## src/hw/rtl/assert_macros.svh

```systemverilog
// assertion helpers shared by the compressor rtl
// each macro expects clk_i and rst_ni in the scope where it is used
`ifndef ASSERT_MACROS_SVH
`define ASSERT_MACROS_SVH

// antecedent implies consequent in the same cycle
`define ADRC_ASSERT_IMPL(label, ante, cons, msg) \
  label: assert property (@(posedge clk_i) disable iff (!rst_ni) \
    ((ante) |-> (cons))) else $error(msg);

// antecedent implies consequent in the next cycle
`define ADRC_ASSERT_NEXT(label, ante, cons, msg) \
  label: assert property (@(posedge clk_i) disable iff (!rst_ni) \
    ((ante) |=> (cons))) else $error(msg);

`endif

```

## src/hw/rtl/adrc_pkg.sv

```systemverilog
// ----------------------------------------------------------------------------
// adrc_pkg
// types, constants and the microcode program of the compressor
// ----------------------------------------------------------------------------
`default_nettype none

package adrc_pkg;

  localparam int unsigned DataW   = 16;
  localparam int unsigned GainW   = 17;
  localparam int unsigned StepW   = 4;
  localparam int unsigned DivSteps = 24;
  localparam int unsigned CntW    = $clog2(DivSteps + 1);
  localparam int unsigned CfgIdxW = 2;

  localparam logic [GainW-1:0] GainOne     = 17'h10000;
  localparam logic [DataW-1:0] ThrReset    = 16'd0;
  localparam logic [DataW-1:0] RatioReset  = 16'd256;
  localparam logic [DataW-1:0] ReleaseReset = 16'd13107;
  localparam logic [DataW-1:0] RatioMin    = 16'd256;

  // configuration register indexes
  localparam logic [CfgIdxW-1:0] RegThreshold = 2'd0;
  localparam logic [CfgIdxW-1:0] RegRatio     = 2'd1;
  localparam logic [CfgIdxW-1:0] RegRelease   = 2'd2;

  // program addresses
  localparam logic [StepW-1:0] StepWait  = 4'd0;
  localparam logic [StepW-1:0] StepEnv   = 4'd1;
  localparam logic [StepW-1:0] StepMulR  = 4'd2;
  localparam logic [StepW-1:0] StepDecay = 4'd3;
  localparam logic [StepW-1:0] StepThr   = 4'd4;
  localparam logic [StepW-1:0] StepMulD  = 4'd5;
  localparam logic [StepW-1:0] StepDiv   = 4'd6;
  localparam logic [StepW-1:0] StepGain  = 4'd7;
  localparam logic [StepW-1:0] StepMulO  = 4'd8;
  localparam logic [StepW-1:0] StepOut   = 4'd9;

  typedef enum logic [3:0] {
    OP_NOP,
    OP_WAIT,
    OP_ENV,
    OP_MUL,
    OP_DECAY,
    OP_THR,
    OP_DIV,
    OP_GAIN,
    OP_OUT
  } op_e;

  typedef enum logic [1:0] {
    MUL_DECAY,
    MUL_DEN,
    MUL_OUT
  } mul_sel_e;

  typedef enum logic [2:0] {
    COND_NONE,
    COND_ALWAYS,
    COND_IN_ACC,
    COND_MAG_GT,
    COND_ENV_LE_THR,
    COND_CNT_LAST,
    COND_OUT_FREE
  } cond_e;

  // one control word: operation, multiplier operands, branch
  typedef struct packed {
    op_e              op;
    mul_sel_e         mul_sel;
    cond_e            cond;
    logic             hold;
    logic [StepW-1:0] target;
  } ctl_word_t;

  // datapath flags used by the branch logic
  typedef struct packed {
    logic in_acc;
    logic mag_gt;
    logic env_le_thr;
    logic cnt_last;
    logic out_free;
  } dp_status_t;

  // microcode program
  function automatic ctl_word_t ucode_rom(input logic [StepW-1:0] step);
    ctl_word_t w;
    unique case (step)
      StepWait:  w = '{op: OP_WAIT,  mul_sel: MUL_DECAY, cond: COND_IN_ACC,
                      hold: 1'b1, target: StepEnv};
      StepEnv:   w = '{op: OP_ENV,   mul_sel: MUL_DECAY, cond: COND_MAG_GT,
                      hold: 1'b0, target: StepThr};
      StepMulR:  w = '{op: OP_MUL,   mul_sel: MUL_DECAY, cond: COND_NONE,
                      hold: 1'b0, target: StepWait};
      StepDecay: w = '{op: OP_DECAY, mul_sel: MUL_DECAY, cond: COND_NONE,
                      hold: 1'b0, target: StepWait};
      StepThr:   w = '{op: OP_THR,   mul_sel: MUL_DECAY, cond: COND_ENV_LE_THR,
                      hold: 1'b0, target: StepMulO};
      StepMulD:  w = '{op: OP_MUL,   mul_sel: MUL_DEN,   cond: COND_NONE,
                      hold: 1'b0, target: StepWait};
      StepDiv:   w = '{op: OP_DIV,   mul_sel: MUL_DEN,   cond: COND_CNT_LAST,
                      hold: 1'b1, target: StepGain};
      StepGain:  w = '{op: OP_GAIN,  mul_sel: MUL_DEN,   cond: COND_NONE,
                      hold: 1'b0, target: StepWait};
      StepMulO:  w = '{op: OP_MUL,   mul_sel: MUL_OUT,   cond: COND_NONE,
                      hold: 1'b0, target: StepWait};
      StepOut:   w = '{op: OP_OUT,   mul_sel: MUL_OUT,   cond: COND_OUT_FREE,
                      hold: 1'b1, target: StepWait};
      default:   w = '{op: OP_NOP,   mul_sel: MUL_DECAY, cond: COND_ALWAYS,
                      hold: 1'b0, target: StepWait};
    endcase
    return w;
  endfunction

endpackage

`default_nettype wire

```

## src/hw/rtl/adrc_useq.sv

```systemverilog
// ----------------------------------------------------------------------------
// adrc_useq
// step counter and microcode lookup with conditional branching
// ----------------------------------------------------------------------------
`default_nettype none

`include "assert_macros.svh"

module adrc_useq (
  input  wire logic                   clk_i,
  input  wire logic                   rst_ni,
  input  wire adrc_pkg::dp_status_t   status_i,
  output adrc_pkg::ctl_word_t         ctl_o
);

  logic [adrc_pkg::StepW-1:0] step_q, step_d;
  logic                       take;

  // fetch the control word of the current step
  assign ctl_o = adrc_pkg::ucode_rom(step_q);

  // branch condition select
  always_comb begin
    unique case (ctl_o.cond)
      adrc_pkg::COND_NONE:       take = 1'b0;
      adrc_pkg::COND_ALWAYS:     take = 1'b1;
      adrc_pkg::COND_IN_ACC:     take = status_i.in_acc;
      adrc_pkg::COND_MAG_GT:     take = status_i.mag_gt;
      adrc_pkg::COND_ENV_LE_THR: take = status_i.env_le_thr;
      adrc_pkg::COND_CNT_LAST:   take = status_i.cnt_last;
      adrc_pkg::COND_OUT_FREE:   take = status_i.out_free;
      default:                   take = 1'b0;
    endcase
  end

  // next step: jump, hold or fall through
  always_comb begin
    priority if (take) begin
      step_d = ctl_o.target;
    end else if (ctl_o.hold) begin
      step_d = step_q;
    end else begin
      step_d = step_q + 1'b1;
    end
  end

  always_ff @(posedge clk_i or negedge rst_ni) begin
    if (!rst_ni) begin
      step_q <= adrc_pkg::StepWait;
    end else begin
      step_q <= step_d;
    end
  end

  `ADRC_ASSERT_NEXT(a_accept_starts_env,
    (ctl_o.op == adrc_pkg::OP_WAIT) && status_i.in_acc,
    step_q == adrc_pkg::StepEnv, "accepted word did not start envelope step")
  `ADRC_ASSERT_NEXT(a_div_loops,
    (ctl_o.op == adrc_pkg::OP_DIV) && !status_i.cnt_last,
    step_q == adrc_pkg::StepDiv, "divider left its loop early")

endmodule

`default_nettype wire

```

## src/hw/rtl/adrc_datapath.sv

```systemverilog
// ----------------------------------------------------------------------------
// adrc_datapath
// config registers, envelope, shared multiplier, restoring divider, output
// ----------------------------------------------------------------------------
`default_nettype none

`include "assert_macros.svh"

module adrc_datapath (
  input  wire logic                                clk_i,
  input  wire logic                                rst_ni,
  input  wire logic                                cfg_we_i,
  input  wire logic [adrc_pkg::CfgIdxW-1:0]        cfg_index_i,
  input  wire logic [adrc_pkg::DataW-1:0]          cfg_wdata_i,
  input  wire logic                                in_valid_i,
  output logic                                     in_ready_o,
  input  wire logic signed [adrc_pkg::DataW-1:0]   sample_in_i,
  input  wire logic                                start_of_block_i,
  output logic                                     out_valid_o,
  input  wire logic                                out_ready_i,
  output logic signed [adrc_pkg::DataW-1:0]        sample_out_o,
  output logic [adrc_pkg::GainW-1:0]               gain_applied_o,
  input  wire adrc_pkg::ctl_word_t                 ctl_i,
  output adrc_pkg::dp_status_t                     status_o
);

  localparam int unsigned DW = adrc_pkg::DataW;
  localparam int unsigned GW = adrc_pkg::GainW;
  localparam int unsigned PW = 2 * DW;

  // configuration
  logic [DW-1:0] thr_q, ratio_q, rel_q;
  logic [DW-1:0] ratio_eff;

  // working registers
  logic signed [DW-1:0] x_q;
  logic [DW-1:0]        mag_q, env_q, diff_q;
  logic [DW-1:0]        mag_in;
  logic signed [GW:0]   mul_a, mul_b;
  logic signed [2*GW+1:0] mul_q;
  logic [PW-1:0]        rem_q;
  logic [GW-1:0]        quo_q, gain_q;
  logic [adrc_pkg::CntW-1:0] cnt_q;
  logic signed [DW-1:0] sout_q;
  logic [GW-1:0]        gout_q;
  logic                 out_valid_q;

  logic          in_acc, out_free, out_load;
  logic [PW:0]   rem_sh, den_ext, rem_sub;
  logic          rem_ge;
  logic [PW-1:0] decay;

  // handshake
  assign in_ready_o = (ctl_i.op == adrc_pkg::OP_WAIT);
  assign in_acc     = in_valid_i && in_ready_o;
  assign out_free   = !out_valid_q || out_ready_i;
  assign out_load   = (ctl_i.op == adrc_pkg::OP_OUT) && out_free;

  // rectify the incoming sample, full-scale negative gives 32768
  assign mag_in = sample_in_i[DW-1] ? (~sample_in_i + 1'b1) : sample_in_i;

  // ratio below unity is treated as unity
  assign ratio_eff = (ratio_q < adrc_pkg::RatioMin) ? adrc_pkg::RatioMin : ratio_q;

  // shared multiplier operand select
  always_comb begin
    unique case (ctl_i.mul_sel)
      adrc_pkg::MUL_DECAY: begin
        mul_a = {2'b00, rel_q};
        mul_b = {2'b00, diff_q};
      end
      adrc_pkg::MUL_DEN: begin
        mul_a = {2'b00, env_q};
        mul_b = {2'b00, ratio_eff};
      end
      adrc_pkg::MUL_OUT: begin
        mul_a = {{2{x_q[DW-1]}}, x_q};
        mul_b = {1'b0, gain_q};
      end
      default: begin
        mul_a = '0;
        mul_b = '0;
      end
    endcase
  end

  // envelope release: env - r*(env-mag)/2^16, floored
  assign decay = {env_q, {DW{1'b0}}} - mul_q[PW-1:0];

  // one restoring division step against the product env*ratio
  assign rem_sh  = {rem_q, 1'b0};
  assign den_ext = {1'b0, mul_q[PW-1:0]};
  assign rem_ge  = (rem_sh >= den_ext);
  assign rem_sub = rem_sh - den_ext;

  // status flags for the sequencer
  assign status_o.in_acc     = in_acc;
  assign status_o.mag_gt     = (mag_q > env_q);
  assign status_o.env_le_thr = (env_q <= thr_q);
  assign status_o.cnt_last   = (cnt_q == adrc_pkg::CntW'(1));
  assign status_o.out_free   = out_free;

  // configuration writes, unknown index ignored
  always_ff @(posedge clk_i or negedge rst_ni) begin
    if (!rst_ni) begin
      thr_q   <= adrc_pkg::ThrReset;
      ratio_q <= adrc_pkg::RatioReset;
      rel_q   <= adrc_pkg::ReleaseReset;
    end else if (cfg_we_i) begin
      unique case (cfg_index_i)
        adrc_pkg::RegThreshold: thr_q   <= cfg_wdata_i;
        adrc_pkg::RegRatio:     ratio_q <= cfg_wdata_i;
        adrc_pkg::RegRelease:   rel_q   <= cfg_wdata_i;
        default: ;
      endcase
    end
  end

  // envelope state, divider count and output valid
  always_ff @(posedge clk_i or negedge rst_ni) begin
    if (!rst_ni) begin
      env_q       <= '0;
      cnt_q       <= '0;
      out_valid_q <= 1'b0;
    end else begin
      unique case (ctl_i.op)
        adrc_pkg::OP_WAIT: begin
          if (in_acc && start_of_block_i) begin
            env_q <= '0;
          end
        end
        adrc_pkg::OP_ENV: begin
          if (mag_q > env_q) begin
            env_q <= mag_q;
          end
        end
        adrc_pkg::OP_DECAY: env_q <= decay[PW-1:DW];
        adrc_pkg::OP_THR:   cnt_q <= adrc_pkg::CntW'(adrc_pkg::DivSteps);
        adrc_pkg::OP_DIV:   cnt_q <= cnt_q - 1'b1;
        adrc_pkg::OP_NOP, adrc_pkg::OP_MUL, adrc_pkg::OP_GAIN,
        adrc_pkg::OP_OUT: ;
        default: ;
      endcase
      if (out_load) begin
        out_valid_q <= 1'b1;
      end else if (out_ready_i) begin
        out_valid_q <= 1'b0;
      end
    end
  end

  // payload registers
  always_ff @(posedge clk_i) begin
    unique case (ctl_i.op)
      adrc_pkg::OP_WAIT: begin
        if (in_acc) begin
          x_q   <= sample_in_i;
          mag_q <= mag_in;
        end
      end
      adrc_pkg::OP_ENV:  diff_q <= env_q - mag_q;
      adrc_pkg::OP_MUL:  mul_q  <= mul_a * mul_b;
      adrc_pkg::OP_THR: begin
        gain_q <= adrc_pkg::GainOne;
        rem_q  <= {{(PW-DW){1'b0}}, env_q - thr_q};
        quo_q  <= '0;
      end
      adrc_pkg::OP_DIV: begin
        rem_q <= rem_ge ? rem_sub[PW-1:0] : rem_sh[PW-1:0];
        quo_q <= {quo_q[GW-2:0], rem_ge};
      end
      adrc_pkg::OP_GAIN: begin
        gain_q <= quo_q[GW-1] ? '0 : (adrc_pkg::GainOne - quo_q);
      end
      adrc_pkg::OP_OUT: begin
        if (out_free) begin
          sout_q <= mul_q[PW-1:DW];
          gout_q <= gain_q;
        end
      end
      adrc_pkg::OP_NOP, adrc_pkg::OP_DECAY: ;
      default: ;
    endcase
  end

  assign out_valid_o    = out_valid_q;
  assign sample_out_o   = sout_q;
  assign gain_applied_o = gout_q;

  `ADRC_ASSERT_IMPL(a_rem_below_den, ctl_i.op == adrc_pkg::OP_DIV,
    rem_q < mul_q[PW-1:0], "divider remainder not below divisor")
  `ADRC_ASSERT_NEXT(a_decay_no_rise, ctl_i.op == adrc_pkg::OP_DECAY,
    env_q <= $past(env_q), "envelope rose during release")
  `ADRC_ASSERT_IMPL(a_gain_range, out_valid_q,
    gout_q <= adrc_pkg::GainOne, "output gain above unity")

endmodule

`default_nettype wire

```

## src/hw/rtl/audio_dynamic_range_compressor.sv

```systemverilog
// ----------------------------------------------------------------------------
// audio_dynamic_range_compressor
// peak envelope feed-forward compressor, microcoded sequencer over one datapath
// ----------------------------------------------------------------------------
//  channel   signals                                    direction
//  input     in_valid_i/in_ready_o, sample_in_i,        in
//            start_of_block_i
//  output    out_valid_o/out_ready_i, sample_out_o,     out
//            gain_applied_o
//  config    cfg_we_i, cfg_index_i, cfg_wdata_i         in, write only
//
//  a word skips the divider when the envelope is at or below threshold; above
//  it the word runs through the 24-step restoring divider loop
//  the next word is taken as soon as the result sits in the output register,
//  which holds it until the sink takes it; a full output register stalls the
//  program at its output step
//  reset clears the envelope, the program counter and restores register defaults
// ----------------------------------------------------------------------------
`default_nettype none

module audio_dynamic_range_compressor (
  input  wire logic                                clk_i,
  input  wire logic                                rst_ni,
  input  wire logic                                cfg_we_i,
  input  wire logic [adrc_pkg::CfgIdxW-1:0]        cfg_index_i,
  input  wire logic [adrc_pkg::DataW-1:0]          cfg_wdata_i,
  input  wire logic                                in_valid_i,
  output logic                                     in_ready_o,
  input  wire logic signed [adrc_pkg::DataW-1:0]   sample_in_i,
  input  wire logic                                start_of_block_i,
  output logic                                     out_valid_o,
  input  wire logic                                out_ready_i,
  output logic signed [adrc_pkg::DataW-1:0]        sample_out_o,
  output logic [adrc_pkg::GainW-1:0]               gain_applied_o
);

  adrc_pkg::ctl_word_t  ctl;
  adrc_pkg::dp_status_t status;

  // program sequencer
  adrc_useq u_useq (
    .clk_i    (clk_i),
    .rst_ni   (rst_ni),
    .status_i (status),
    .ctl_o    (ctl)
  );

  // datapath
  adrc_datapath u_datapath (
    .clk_i            (clk_i),
    .rst_ni           (rst_ni),
    .cfg_we_i         (cfg_we_i),
    .cfg_index_i      (cfg_index_i),
    .cfg_wdata_i      (cfg_wdata_i),
    .in_valid_i       (in_valid_i),
    .in_ready_o       (in_ready_o),
    .sample_in_i      (sample_in_i),
    .start_of_block_i (start_of_block_i),
    .out_valid_o      (out_valid_o),
    .out_ready_i      (out_ready_i),
    .sample_out_o     (sample_out_o),
    .gain_applied_o   (gain_applied_o),
    .ctl_i            (ctl),
    .status_o         (status)
  );

endmodule

`default_nettype wire

```

## config.mk

```make
export PLATFORM = sky130hd
export DESIGN_NAME = audio_dynamic_range_compressor
export DESIGN_NICKNAME = d
export VERILOG_FILES = /design/src/hw/rtl/adrc_pkg.sv /design/src/hw/rtl/adrc_useq.sv /design/src/hw/rtl/adrc_datapath.sv /design/src/hw/rtl/audio_dynamic_range_compressor.sv
export VERILOG_INCLUDE_DIRS = /design/src /design/src/hw/rtl
export SDC_FILE = /design/constraint.sdc
export NUM_CORES = 1
export LEC_CHECK = 0
export BUFFER_PORTS_ARGS = -buffer_cell sky130_fd_sc_hd__buf_2
export CORE_MARGIN = 5
export CORE_UTILIZATION = 45
export DETAILED_ROUTE_END_ITERATION = 8
export SYNTH_ARGS = -nofsm -noshare
export SYNTH_HDL_FRONTEND = slang
export SYNTH_HIERARCHICAL = 1
export SYNTH_SLANG_ARGS = --single-unit
```

## constraint.sdc

```tcl
create_clock -name clk_i -period 18.9 [get_ports clk_i]
set_input_delay 1.89 -clock clk_i [delete_from_list [all_inputs] [get_ports clk_i]]
set_output_delay 1.89 -clock clk_i [all_outputs]
set_load 0.005 [all_outputs]
```

Yosys cells after proc, flatten, opt, wreduce, memory -nomap -nowiden
Memories as Yosys holds them, arrays and structs flattened.
Cells that the tools add are included.

storage, ports and cells
  input port bits = 40
  register bits = 253
  output and inout port bits = 35
  memories = 1
  logic and storage cells = 89
  bits in read-only memories = 224

memory list
  name              words  bits a word  rd ports  clocked after Yosys merged registers in  write ports  RTL line        RTL
  (name not given)  16     14           1         0                                        0            adrc_pkg.sv:88  unique case (step)

operators by class
  muxes and demuxes = 18
  magnitude comparators = 4
  reduce and logical (&&, ||, !) cells = 17
  $add $sub $neg = 8
  bitwise gates (word level) = 1
  eq/ne operators = 22
  multiply operators = 1

operators with widths
  kind                                                                   number
  17-bit case mux with 2 select lines                                    2
  32-bit case mux with 2 select lines                                    1
  32-bit subtractor                                                      2
  18-bit case mux with 3 select lines                                    1
  17-bit case mux with 3 select lines                                    1
  16-bit 2-to-1 mux                                                      3
  16-bit case mux with 3 select lines                                    1
  33-bit by 32-bit greater-or-equal comparator with 1-bit output         1
  18-bit by 18-bit multiplier with 32-bit output                         1
  32-bit 2-to-1 mux                                                      1
  16-bit subtractor                                                      2
  17-bit 2-to-1 mux                                                      1
  17-bit subtractor, first input constant                                1
  16-bit by 1-bit adder with 16-bit output, second input constant        1
  4-bit by 3-bit equality test with 1-bit output, second input constant  4
  16-bit > comparator                                                    1
  16-bit <= comparator                                                   1
  16-bit by 9-bit < comparator with 1-bit output, second input constant  1
  16-bit inverter                                                        1
  15-bit 2-to-1 mux                                                      1
  5-bit case mux with 2 select lines                                     1
  2-bit AND reduction                                                    5
  3-bit equality test, second input constant                             3
  4-bit by 2-bit equality test with 1-bit output, second input constant  2
  other kinds (21)                                                       32

Longest topological paths before layout
Gate-level depths: netlist of run 1.
An unclocked memory read counts as a cell.

  depth after elaboration = 6
  depth in mapped cells = 33
  gate-level depth less buffers = 31

Cells and area by module
The synthesis of run 1 kept the hierarchy.

modules (own cells, without submodules)
  module         instances  area an instance (um^2)  cells an instance
  adrc_datapath  1          24,637.4                 2,556
  adrc_useq      1          581.8                    73

Worst setup path after synthesis of run 1
Ideal clock, no wire load.

  path type = reg2reg
  start point = register u_useq/step_q[1] in the netlist's numbering
  end point = register u_datapath.mul_q[31] (data pin)
  required time = 18,636 ps
  stages on the path, launching flop included = 27
  path buffers = 2
  slack = 11,223 ps
  data arrival time = 7,414 ps
  cell sequence = dfrtp_1 inv_1 nand2_1 nor2_1 buf_2 buf_1 mux2i_1 nor2_1 a31o_2 nand2_1 inv_1 fa_1 inv_1 fa_1 inv_1 fa_1 fa_1 inv_1 fa_1 inv_1 ha_1 and3_1 a221oi_1 o21ai_0 nor3_1 o31ai_1 xnor2_1

RTL lines
  item                    RTL line              RTL
  from (decl)             adrc_useq.sv:16       logic [adrc_pkg::StepW-1:0] step_q, step_d;
  from (signal assigned)  adrc_useq.sv:49       step_q <= adrc_pkg::StepWait;
  from (signal assigned)  adrc_useq.sv:51       step_q <= step_d;
  to (signal assigned)    adrc_datapath.sv:162  adrc_pkg::OP_MUL: mul_q <= mul_a * mul_b;
  to (decl)               adrc_datapath.sv:40   logic signed [2*GW+1:0] mul_q;

==> results_tabular.tex, run 1 <==
\begin{tabular}{lr}
\hline
Metric & Value \\
\hline
\multicolumn{2}{l}{\textbf{Drt}} \\
\quad Iteration-0 DRC count of the detailed router & about 1400 \\
\quad Routed WL per cell & slightly above 20 um \\
\quad Total wire length after detailed routing & 71700 um \\
\quad DRC violation count after routing & 0 \\
\quad Vias & between 15000 and 20000 \\
\quad Via density per instance & 5.44 \\
\quad Count of TritonRoute iterations in the first routing pass & 5 \\
\quad Number of routed nets with antenna violations & 0 \\
\multicolumn{2}{l}{\textbf{Clocking}} \\
\quad Clock-pin slew reported for the worst setup and hold paths after clock tree synthesis & around 0.060 ns \\
\quad Number of buffers between clock root and the deepest sink & 3 \\
\quad Clock Root Buffer & sky130\_fd\_sc\_hd\_\_clkbuf\_16 \\
\quad Number of clock buffers inserted by TritonCTS & 30 \\
\quad TritonCTS sink count & between 200 and 300 \\
\quad Number of levels in the clock H-tree & 1 \\
\quad \# hold bufs at CTS & 0 \\
\quad Resized cells post-CTS & 0 \\
\quad Clock Latency Late Sink & 0.58 ns \\
\quad CTS tree & done \\
\quad Buffer count from post-CTS setup fixing & 0 \\
\multicolumn{2}{l}{\textbf{Placed design}} \\
\quad Inst Count DP & around 3400 \\
\quad Final Wtd Congestion & between 0.9 and 1 \\
\quad Hpwl dp & approximately 59000 um \\
\quad Area after DPL & 26400 um\^{}2 \\
\quad Count of port buffers added during placement & 74 \\
\multicolumn{2}{l}{\textbf{STA}} \\
\quad Slew HR & 19.6\% \\
\quad Minimum period implied by the final worst setup slack & roughly 9.2 ns \\
\quad Post-route clock period utilization & roughly half \\
\quad Max frequency & $\sim$0.11 GHz \\
\quad Final-report setup violation count & 0 \\
\quad Slew at the pin closest to its max-slew limit & roughly 1.2 ns \\
\quad Worst Clk Skew & around 0.013 ns \\
\quad Aggregate negative setup slack & 0 ns \\
\quad Final hold vios & 0 \\
\quad Pins over their slew limit & 0 \\
\quad Unrepaired setup endpoints after global routing & false \\
\multicolumn{2}{l}{\textbf{Job}} \\
\quad Maximum Capacitance Violations & 0 \\
\multicolumn{2}{l}{\textbf{Floorplan}} \\
\quad I/O pin count & 75 \\
\quad Horizontal extent of the die & between 200 and 250 um \\
\quad Effective utilization at floorplan & roughly 46\% \\
\quad Die Footprint & roughly 61000 um\^{}2 \\
\quad Number of core rows & 86 \\
\quad Floorplan Core Area & roughly 55000 um\^{}2 \\
\quad DIE HEIGHT & 247 um \\
\multicolumn{2}{l}{\textbf{Global route}} \\
\quad Number of global-route vias before repair & $\sim$19000 \\
\quad Maximum number of pins on one net before global-route repair & 67 \\
\quad Initial antenna violation count & 0 \\
\quad Residual overflow from global routing & 0 \\
\quad Aggregate global-route resource usage & 23.5\% \\
\quad First-pass GRT wire length & $\sim$110000 um \\
\multicolumn{2}{l}{\textbf{Synthesis}} \\
\quad Total nets after synthesis & about 3100 \\
\quad Total standard cell area after synthesis & 25200 um\^{}2 \\
\quad Mean instance size in the synthesized netlist & about 9.6 um\^{}2 \\
\quad Cell count after synthesis & between 2000 and 3000 \\
\quad Total of warnings raised by yosys & 6 \\
\multicolumn{2}{l}{\textbf{Layout}} \\
\quad Fraction of final layout cells with drive strength greater than 1 & under 10\% \\
\quad Fill cell count & around 5200 \\
\quad Share of the core filled with cells & roughly 50\% \\
\quad Final layout net count & 3170 \\
\quad Diodes inserted & 0 \\
\quad Area growth from synthesis to layout & 9.10\% \\
\quad Final design instance area without fill & $\sim$27000 um\^{}2 \\
\quad Count of placed standard cells in the final layout, fillers left out & roughly 3500 \\
\multicolumn{2}{l}{\textbf{Setup path}} \\
\quad Type of element capturing the critical path & register \\
\quad Setup Crit Path Kind & reg -> reg \\
\quad Startpoint of the most critical setup path & u\_useq/step\_q[0] \\
\quad Critical path data required time & 19.20 ns \\
\quad Critical R2R Capture & u\_datapath/mul\_q[30] \\
\quad Setup slack of the worst register-to-register path & just under 10 ns \\
\quad Biggest fanout along the worst timing path & 66 \\
\quad Setup crit start kind & register \\
\quad FF-to-FF Start & u\_useq/step\_q[0] \\
\quad Length in cells of the worst reg-to-reg path & 27 \\
\quad Destination of the critical timing path & u\_datapath/mul\_q[30] \\
\quad Arrival time reported for the critical path endpoint & 9.47 ns \\
\multicolumn{2}{l}{\textbf{Hold path}} \\
\quad Cells on Worst Hold Path & 0 \\
\quad Min-delay worst type & reg -> reg \\
\multicolumn{2}{l}{\textbf{Outcome}} \\
\quad Status & finished clean \\
\hline
\end{tabular}
==> critical path, cell delays in order (launching register included) <==
cell	delay, ns
sky130_fd_sc_hd__dfrtp_1	0.49
sky130_fd_sc_hd__inv_1	0.16
sky130_fd_sc_hd__ha_1	0.27
sky130_fd_sc_hd__nor2_4	0.11
sky130_fd_sc_hd__buf_4	0.51
sky130_fd_sc_hd__clkinv_1	0.41
sky130_fd_sc_hd__nor2_1	0.21
sky130_fd_sc_hd__buf_4	0.27
sky130_fd_sc_hd__nand2_1	0.11
sky130_fd_sc_hd__o21ai_1	0.64
sky130_fd_sc_hd__nand2_1	0.20
sky130_fd_sc_hd__fa_1	0.54
sky130_fd_sc_hd__fa_1	0.50
sky130_fd_sc_hd__inv_1	0.06
sky130_fd_sc_hd__fa_1	0.50
sky130_fd_sc_hd__fa_1	0.52
sky130_fd_sc_hd__fa_1	0.54
sky130_fd_sc_hd__inv_1	0.06
sky130_fd_sc_hd__fa_1	0.54
sky130_fd_sc_hd__inv_1	0.04
sky130_fd_sc_hd__ha_1	0.36
sky130_fd_sc_hd__o211ai_1	0.11
sky130_fd_sc_hd__or3_1	0.38
sky130_fd_sc_hd__o21ai_0	0.43
sky130_fd_sc_hd__nand4_1	0.24
sky130_fd_sc_hd__a211oi_1	0.35
sky130_fd_sc_hd__or2_2	0.18
sky130_fd_sc_hd__o311ai_0	0.12
==> layer usage <==
metal  global-route usage (%)  vias to the layer above  share of wire, %
met5                        0                        -                 0
met4                     5.97                        0               2.8
met3                     2.56                       97               6.1
met2                     37.3                      634                46
met1                     34.7                     9373                45
li1                         -                     8703                 -
==> worst min path at each step <==
stage	start	to
6_report	u_datapath/gain_q[11]	u_datapath/gain_applied_o[11]
3_3_place_gp	u_datapath/cnt_q[4]	u_datapath/cnt_q[4]
5_1_grt	u_datapath/gain_q[4]	u_datapath/gain_applied_o[4]
3_5_place_dp	u_datapath/gain_q[11]	u_datapath/gain_applied_o[11]
2_1_floorplan	u_datapath/gain_q[0]	u_datapath/gain_applied_o[0]
4_1_cts	u_datapath/gain_q[11]	u_datapath/gain_applied_o[11]
==> placed cells by master (no fill, tap or decap), types with 31 or more instances in the layout <==
cell and instances:
sky130_fd_sc_hd__a21oi_1 106, sky130_fd_sc_hd__buf_2 73, sky130_fd_sc_hd__dfrtp_1 65, sky130_fd_sc_hd__edfxtp_1 178, sky130_fd_sc_hd__fa_1 279, sky130_fd_sc_hd__ha_1 169, sky130_fd_sc_hd__inv_1 490, sky130_fd_sc_hd__mux2_2 38
sky130_fd_sc_hd__mux2i_1 55, sky130_fd_sc_hd__nand2_1 234, sky130_fd_sc_hd__nand3_1 31, sky130_fd_sc_hd__nor2_1 257, sky130_fd_sc_hd__nor3_1 39, sky130_fd_sc_hd__o21a_1 43, sky130_fd_sc_hd__o21ai_0 95, sky130_fd_sc_hd__xnor2_1 80
sky130_fd_sc_hd__xor2_1 41
==> stage by stage <==
step | hold WS (ns) | worst slack, ns
after floorplan | 0.426 | 11.22
after global placement | 0.470 | 10.13
after detailed placement | 0.462 | 9.85
after CTS | 0.476 | 9.82
after global routing | 0.485 | 9.18
final | 0.468 | 9.72
==> flip-flops by register name, summed over array words and instances (netlist names), 5 cells and up <==
| name | cells |
|---|---|
| u_datapath/cnt_q | 5 |
| u_datapath/diff_q | 16 |
| u_datapath/env_q | 16 |
| u_datapath/gain_applied_o | 17 |
| u_datapath/gain_q | 17 |
| u_datapath/mag_q | 15 |
| u_datapath/mul_q | 32 |
| u_datapath/quo_q | 17 |
| u_datapath/ratio_q | 16 |
| u_datapath/rel_q | 16 |
| u_datapath/rem_q | 32 |
| u_datapath/sample_out_o | 16 |
| u_datapath/thr_q | 16 |
| u_datapath/x_q | 16 |
==> area by class of cell <==
class                           instances  area (um^2)  share of cell area [%]
Sequential cell                       252         7210                    26.2
Clock buffer                           39          815                    2.96
Tap cell                              748          936                    3.40
Clock inverter                         17          274                   0.996
Multi-Input combinational cell       1808        15900                    57.7
Inverter                              492         1850                    6.72
Timing Repair Buffer                   98          553                    2.01
Power of run 1 is left out: the tool's default activity adds up to more than one toggle a clock period on the data nets, which glitch-free logic cannot reach.
==> run 2, diff against run 1 <==
Settings changed: ABC_AREA set to 1.
Clock period 18.9 ns to 8.3 ns, I/O delays scaled along.
==> results_tabular.tex, run 2 <==
\begin{tabular}{lr}
\hline
Metric & Value \\
\hline
\multicolumn{2}{l}{\textbf{Setup path}} \\
\quad Peak per-stage delay on the critical path & 0.55 ns (was 0.64 ns) \\
\quad Arrival time reported for the critical path endpoint & 8.09 ns (was 9.47 ns) \\
\quad Biggest fanout along the worst timing path & 14 (was 66) \\
\quad Type of element capturing the critical path & register (unchanged) \\
\quad Critical path data required time & 8.60 ns (was 19.20 ns) \\
\quad Setup Crit Path Kind & reg -> reg (unchanged) \\
\quad Length in cells of the worst reg-to-reg path & 28 (was 27) \\
\quad Startpoint of the most critical setup path & u\_useq/step\_q[0] (unchanged) \\
\quad Critical Path Most Common Cell & sky130\_fd\_sc\_hd\_\_fa\_1 (unchanged) \\
\quad Setup crit start kind & register (unchanged) \\
\quad Critical Path Slowest Stage Cell & sky130\_fd\_sc\_hd\_\_fa\_1 (was sky130\_fd\_sc\_hd\_\_o21ai\_1) \\
\quad FF-to-FF Start & u\_useq/step\_q[0] (unchanged) \\
\multicolumn{2}{l}{\textbf{STA}} \\
\quad Minimum period implied by the final worst setup slack & 7.79 ns (was 9.18 ns) \\
\quad Pins over their slew limit & 0 (unchanged) \\
\quad Slew at the pin closest to its max-slew limit & 1.18 ns (was 1.20 ns) \\
\quad Post-route clock period utilization & 93.9\% (was 48.5\%) \\
\quad Unrepaired setup endpoints after global routing & false (unchanged) \\
\quad Aggregate negative setup slack & 0 ns (unchanged) \\
\quad Final hold vios & 0 (unchanged) \\
\quad Worst Clk Skew & 0.0753 ns (was 0.0129 ns) \\
\quad Final-report setup violation count & 0 (unchanged) \\
\quad Max frequency & 0.128 GHz (was 0.109 GHz) \\
\quad Final setup slack of the worst path & 0.505 ns (was 9.72 ns) \\
\quad Slew HR & 21.3\% (was 19.6\%) \\
\multicolumn{2}{l}{\textbf{Drt}} \\
\quad Vias & 22122 (was 18807) \\
\quad Total wire length after detailed routing & 80700 um (was 71700 um) \\
\quad Routed WL per cell & 18.9 um (was 20.7 um) \\
\quad DRC violation count after routing & 0 (unchanged) \\
\quad Iteration-0 DRC count of the detailed router & 1596 (was 1423) \\
\quad Via density per instance & 5.17 (was 5.44) \\
\quad Count of TritonRoute iterations in the first routing pass & 6 (was 5) \\
\quad Number of routed nets with antenna violations & 0 (unchanged) \\
\multicolumn{2}{l}{\textbf{Floorplan}} \\
\quad Horizontal extent of the die & 255 um (was 247 um) \\
\quad Effective utilization at floorplan & 45.5\% (was 45.6\%) \\
\quad I/O pin count & 75 (unchanged) \\
\quad Floorplan Core Area & 59100 um\^{}2 (was 55300 um\^{}2) \\
\quad Number of core rows & 89 (was 86) \\
\quad DIE HEIGHT & 255 um (was 247 um) \\
\quad Die Footprint & 64800 um\^{}2 (was 60800 um\^{}2) \\
\multicolumn{2}{l}{\textbf{Synthesis}} \\
\quad Share of the synthesized area in the top cell type & around a fifth \\
\quad Distinct cells, synth & 59 \\
\quad Total standard cell area after synthesis & 26900 um\^{}2 (was 25200 um\^{}2) \\
\quad Seq/Total Area, Yosys & 26.8\% \\
\quad Total nets after synthesis & 3883 (was 3114) \\
\quad Cell type with the highest aggregate area in the netlist & sky130\_fd\_sc\_hd\_\_fa\_1 \\
\quad Async set or reset register ratio after synthesis & about 29\% \\
\quad Mean instance size in the synthesized netlist & 7.93 um\^{}2 (was 9.60 um\^{}2) \\
\quad Synth Register Bits & around 250 \\
\quad Cell count after synthesis & 3395 (was 2626) \\
\quad Number of enable flip-flop cells after synthesis & 178 \\
\quad Most used DFF post-synth & sky130\_fd\_sc\_hd\_\_edfxtp\_1 \\
\quad Top-count cell post-synth & sky130\_fd\_sc\_hd\_\_inv\_1 \\
\quad Largest cells by area after synthesis & sky130\_fd\_sc\_hd\_\_fa\_1 21\%, sky130\_fd\_sc\_hd\_\_edfxtp\_1 20\%, sky130\_fd\_sc\_hd\_\_inv\_1 11\% \\
\quad Total of warnings raised by yosys & 6 (unchanged) \\
\quad Top cells by instance count after synthesis & 773 x sky130\_fd\_sc\_hd\_\_inv\_1, 759 x sky130\_fd\_sc\_hd\_\_nand2\_1, 311 x sky130\_fd\_sc\_hd\_\_nor2\_1 \\
\multicolumn{2}{l}{\textbf{Placed design}} \\
\quad Inst Count DP & 4221 (was 3398) \\
\quad Hpwl dp & 67300 um (was 58600 um) \\
\quad Worst-case setup slack after placement & 0.375 ns (was 9.85 ns) \\
\quad Count of port buffers added during placement & 74 (unchanged) \\
\quad Final Wtd Congestion & 0.960 (was 0.946) \\
\multicolumn{2}{l}{\textbf{Clocking}} \\
\quad Clock Root Buffer & sky130\_fd\_sc\_hd\_\_clkbuf\_16 (unchanged) \\
\quad Clock Latency Late Sink & 0.63 ns (was 0.58 ns) \\
\quad Clock-pin slew reported for the worst setup and hold paths after clock tree synthesis & 0.06 ns (about the same) \\
\quad Number of buffers between clock root and the deepest sink & 3 (unchanged) \\
\quad Number of clock buffers inserted by TritonCTS & 30 (unchanged) \\
\quad CTS tree & done (unchanged) \\
\quad Number of levels in the clock H-tree & 1 (unchanged) \\
\quad TritonCTS sink count & 252 (unchanged) \\
\quad \# hold bufs at CTS & 0 (unchanged) \\
\multicolumn{2}{l}{\textbf{Global route}} \\
\quad Maximum number of pins on one net before global-route repair & 75 (was 67) \\
\quad Residual overflow from global routing & 0 (unchanged) \\
\quad Number of global-route vias before repair & 22323 (was 18725) \\
\quad Initial antenna violation count & 1 (was 0) \\
\quad First-pass GRT wire length & 127000 um (was 110000 um) \\
\quad Aggregate global-route resource usage & 25.2\% (was 23.5\%) \\
\multicolumn{2}{l}{\textbf{Job}} \\
\quad Maximum Capacitance Violations & 0 (unchanged) \\
\multicolumn{2}{l}{\textbf{Layout}} \\
\quad Share of the core filled with cells & 49.5\% (was 49.7\%) \\
\quad Final layout net count & 3968 (was 3170) \\
\quad Area growth from synthesis to layout & 8.60\% (was 9.10\%) \\
\quad Registers with the most flip-flops & u\_datapath/mul\_q (32), u\_datapath/rem\_q (32) (unchanged) \\
\quad Most common cell after layout, fill and taps aside & sky130\_fd\_sc\_hd\_\_inv\_1 (unchanged) \\
\quad Count of placed standard cells in the final layout, fillers left out & 4277 (was 3454) \\
\quad Fraction of final layout cells with drive strength greater than 1 & 7.93\% (was 8.94\%) \\
\quad Highest-count cells in the layout ignoring fill and taps & 773 x sky130\_fd\_sc\_hd\_\_inv\_1, 758 x sky130\_fd\_sc\_hd\_\_nand2\_1, 310 x sky130\_fd\_sc\_hd\_\_nor2\_1 (was 490 x sky130\_fd\_sc\_hd\_\_inv\_1, 279 x sky130\_fd\_sc\_hd\_\_fa\_1, 257 x sky130\_fd\_sc\_hd\_\_nor2\_1) \\
\quad Diodes inserted & 0 (unchanged) \\
\multicolumn{2}{l}{\textbf{Outcome}} \\
\quad Status & finished clean (unchanged) \\
\multicolumn{2}{l}{\textbf{Hold path}} \\
\quad Min-delay worst type & in -> async (was reg -> reg) \\
\hline
\end{tabular}
-- run 2: path summary, 6_finish.rpt --
path                                               to  slack (ns)
min in group clk_i                  u_datapath/x_q[9]        0.40
max in group asynchronous         u_datapath/thr_q[0]        7.19
min                             u_datapath/ratio_q[5]        0.36
min reg2reg                u_datapath/sample_out_o[9]        0.45
max reg2reg                      u_datapath/mul_q[21]        0.51
max                              u_datapath/mul_q[21]        0.51
-- run 2: per-layer routing --
layer	routed length, um	up-vias	GRT usage, %
met1	35300	10719	34.6
met4	2670	0	7.10
met3	4820	119	2.92
met2	37900	610	42.6
li1	-	10674	-
met5	0	-	0
-- run 2: logic make-up (layout without fill, tap and decap cells) --
kind of cell / after synthesis / count (layout) / share of synthesized area (%)
AO/OA/AOI/OAI: 381 / 381 / 8.07
XOR/XNOR: 77 / 77 / 2.50
adder cells (fa/ha/maj): 448 / 448 / 28.6
buffers and inverters: 860 / 969 / 12.6
flip-flops: 252 / 252 / 26.8
AND/OR/NAND/NOR: 1377 / 1377 / 21.5
-- run 2: repair_timing --
| action | CTS | global route |
|---|---|---|
| setup endpoints to repair | 0 | 3 |
| resized for setup | 0 | 4 |
| setup buffers | 0 | 0 |
-- run 2: stage by stage --
step	hold WS [ns]	area, um^2
floorplan	0.426	26900
finish	0.358	29200
CTS	0.366	29200
global route	0.385	29200
global placement	0.439	28200
detailed placement	0.442	28200
-- run 2: area by class of cell --
class                   count  area, um^2
fillers                  5834       29900
multi-input cells        2283       16400
flip-flops and latches    252        7210
inverters                 803        3050
well taps                 773         967
clock buffers              35         801
repair buffers            110         643
clock inverters            21         220
-- run 2: critical path, delay by kind of cell, from the launching register on --
family          cells  cell delay (ns)
compound gates      4             0.94
flops               1             0.41
buf+inv             7             1.08
simple gates        8             1.26
xor+xnor            1             0.17
fa+ha+maj           8             3.61
Power of run 2 is left out for the same reason.
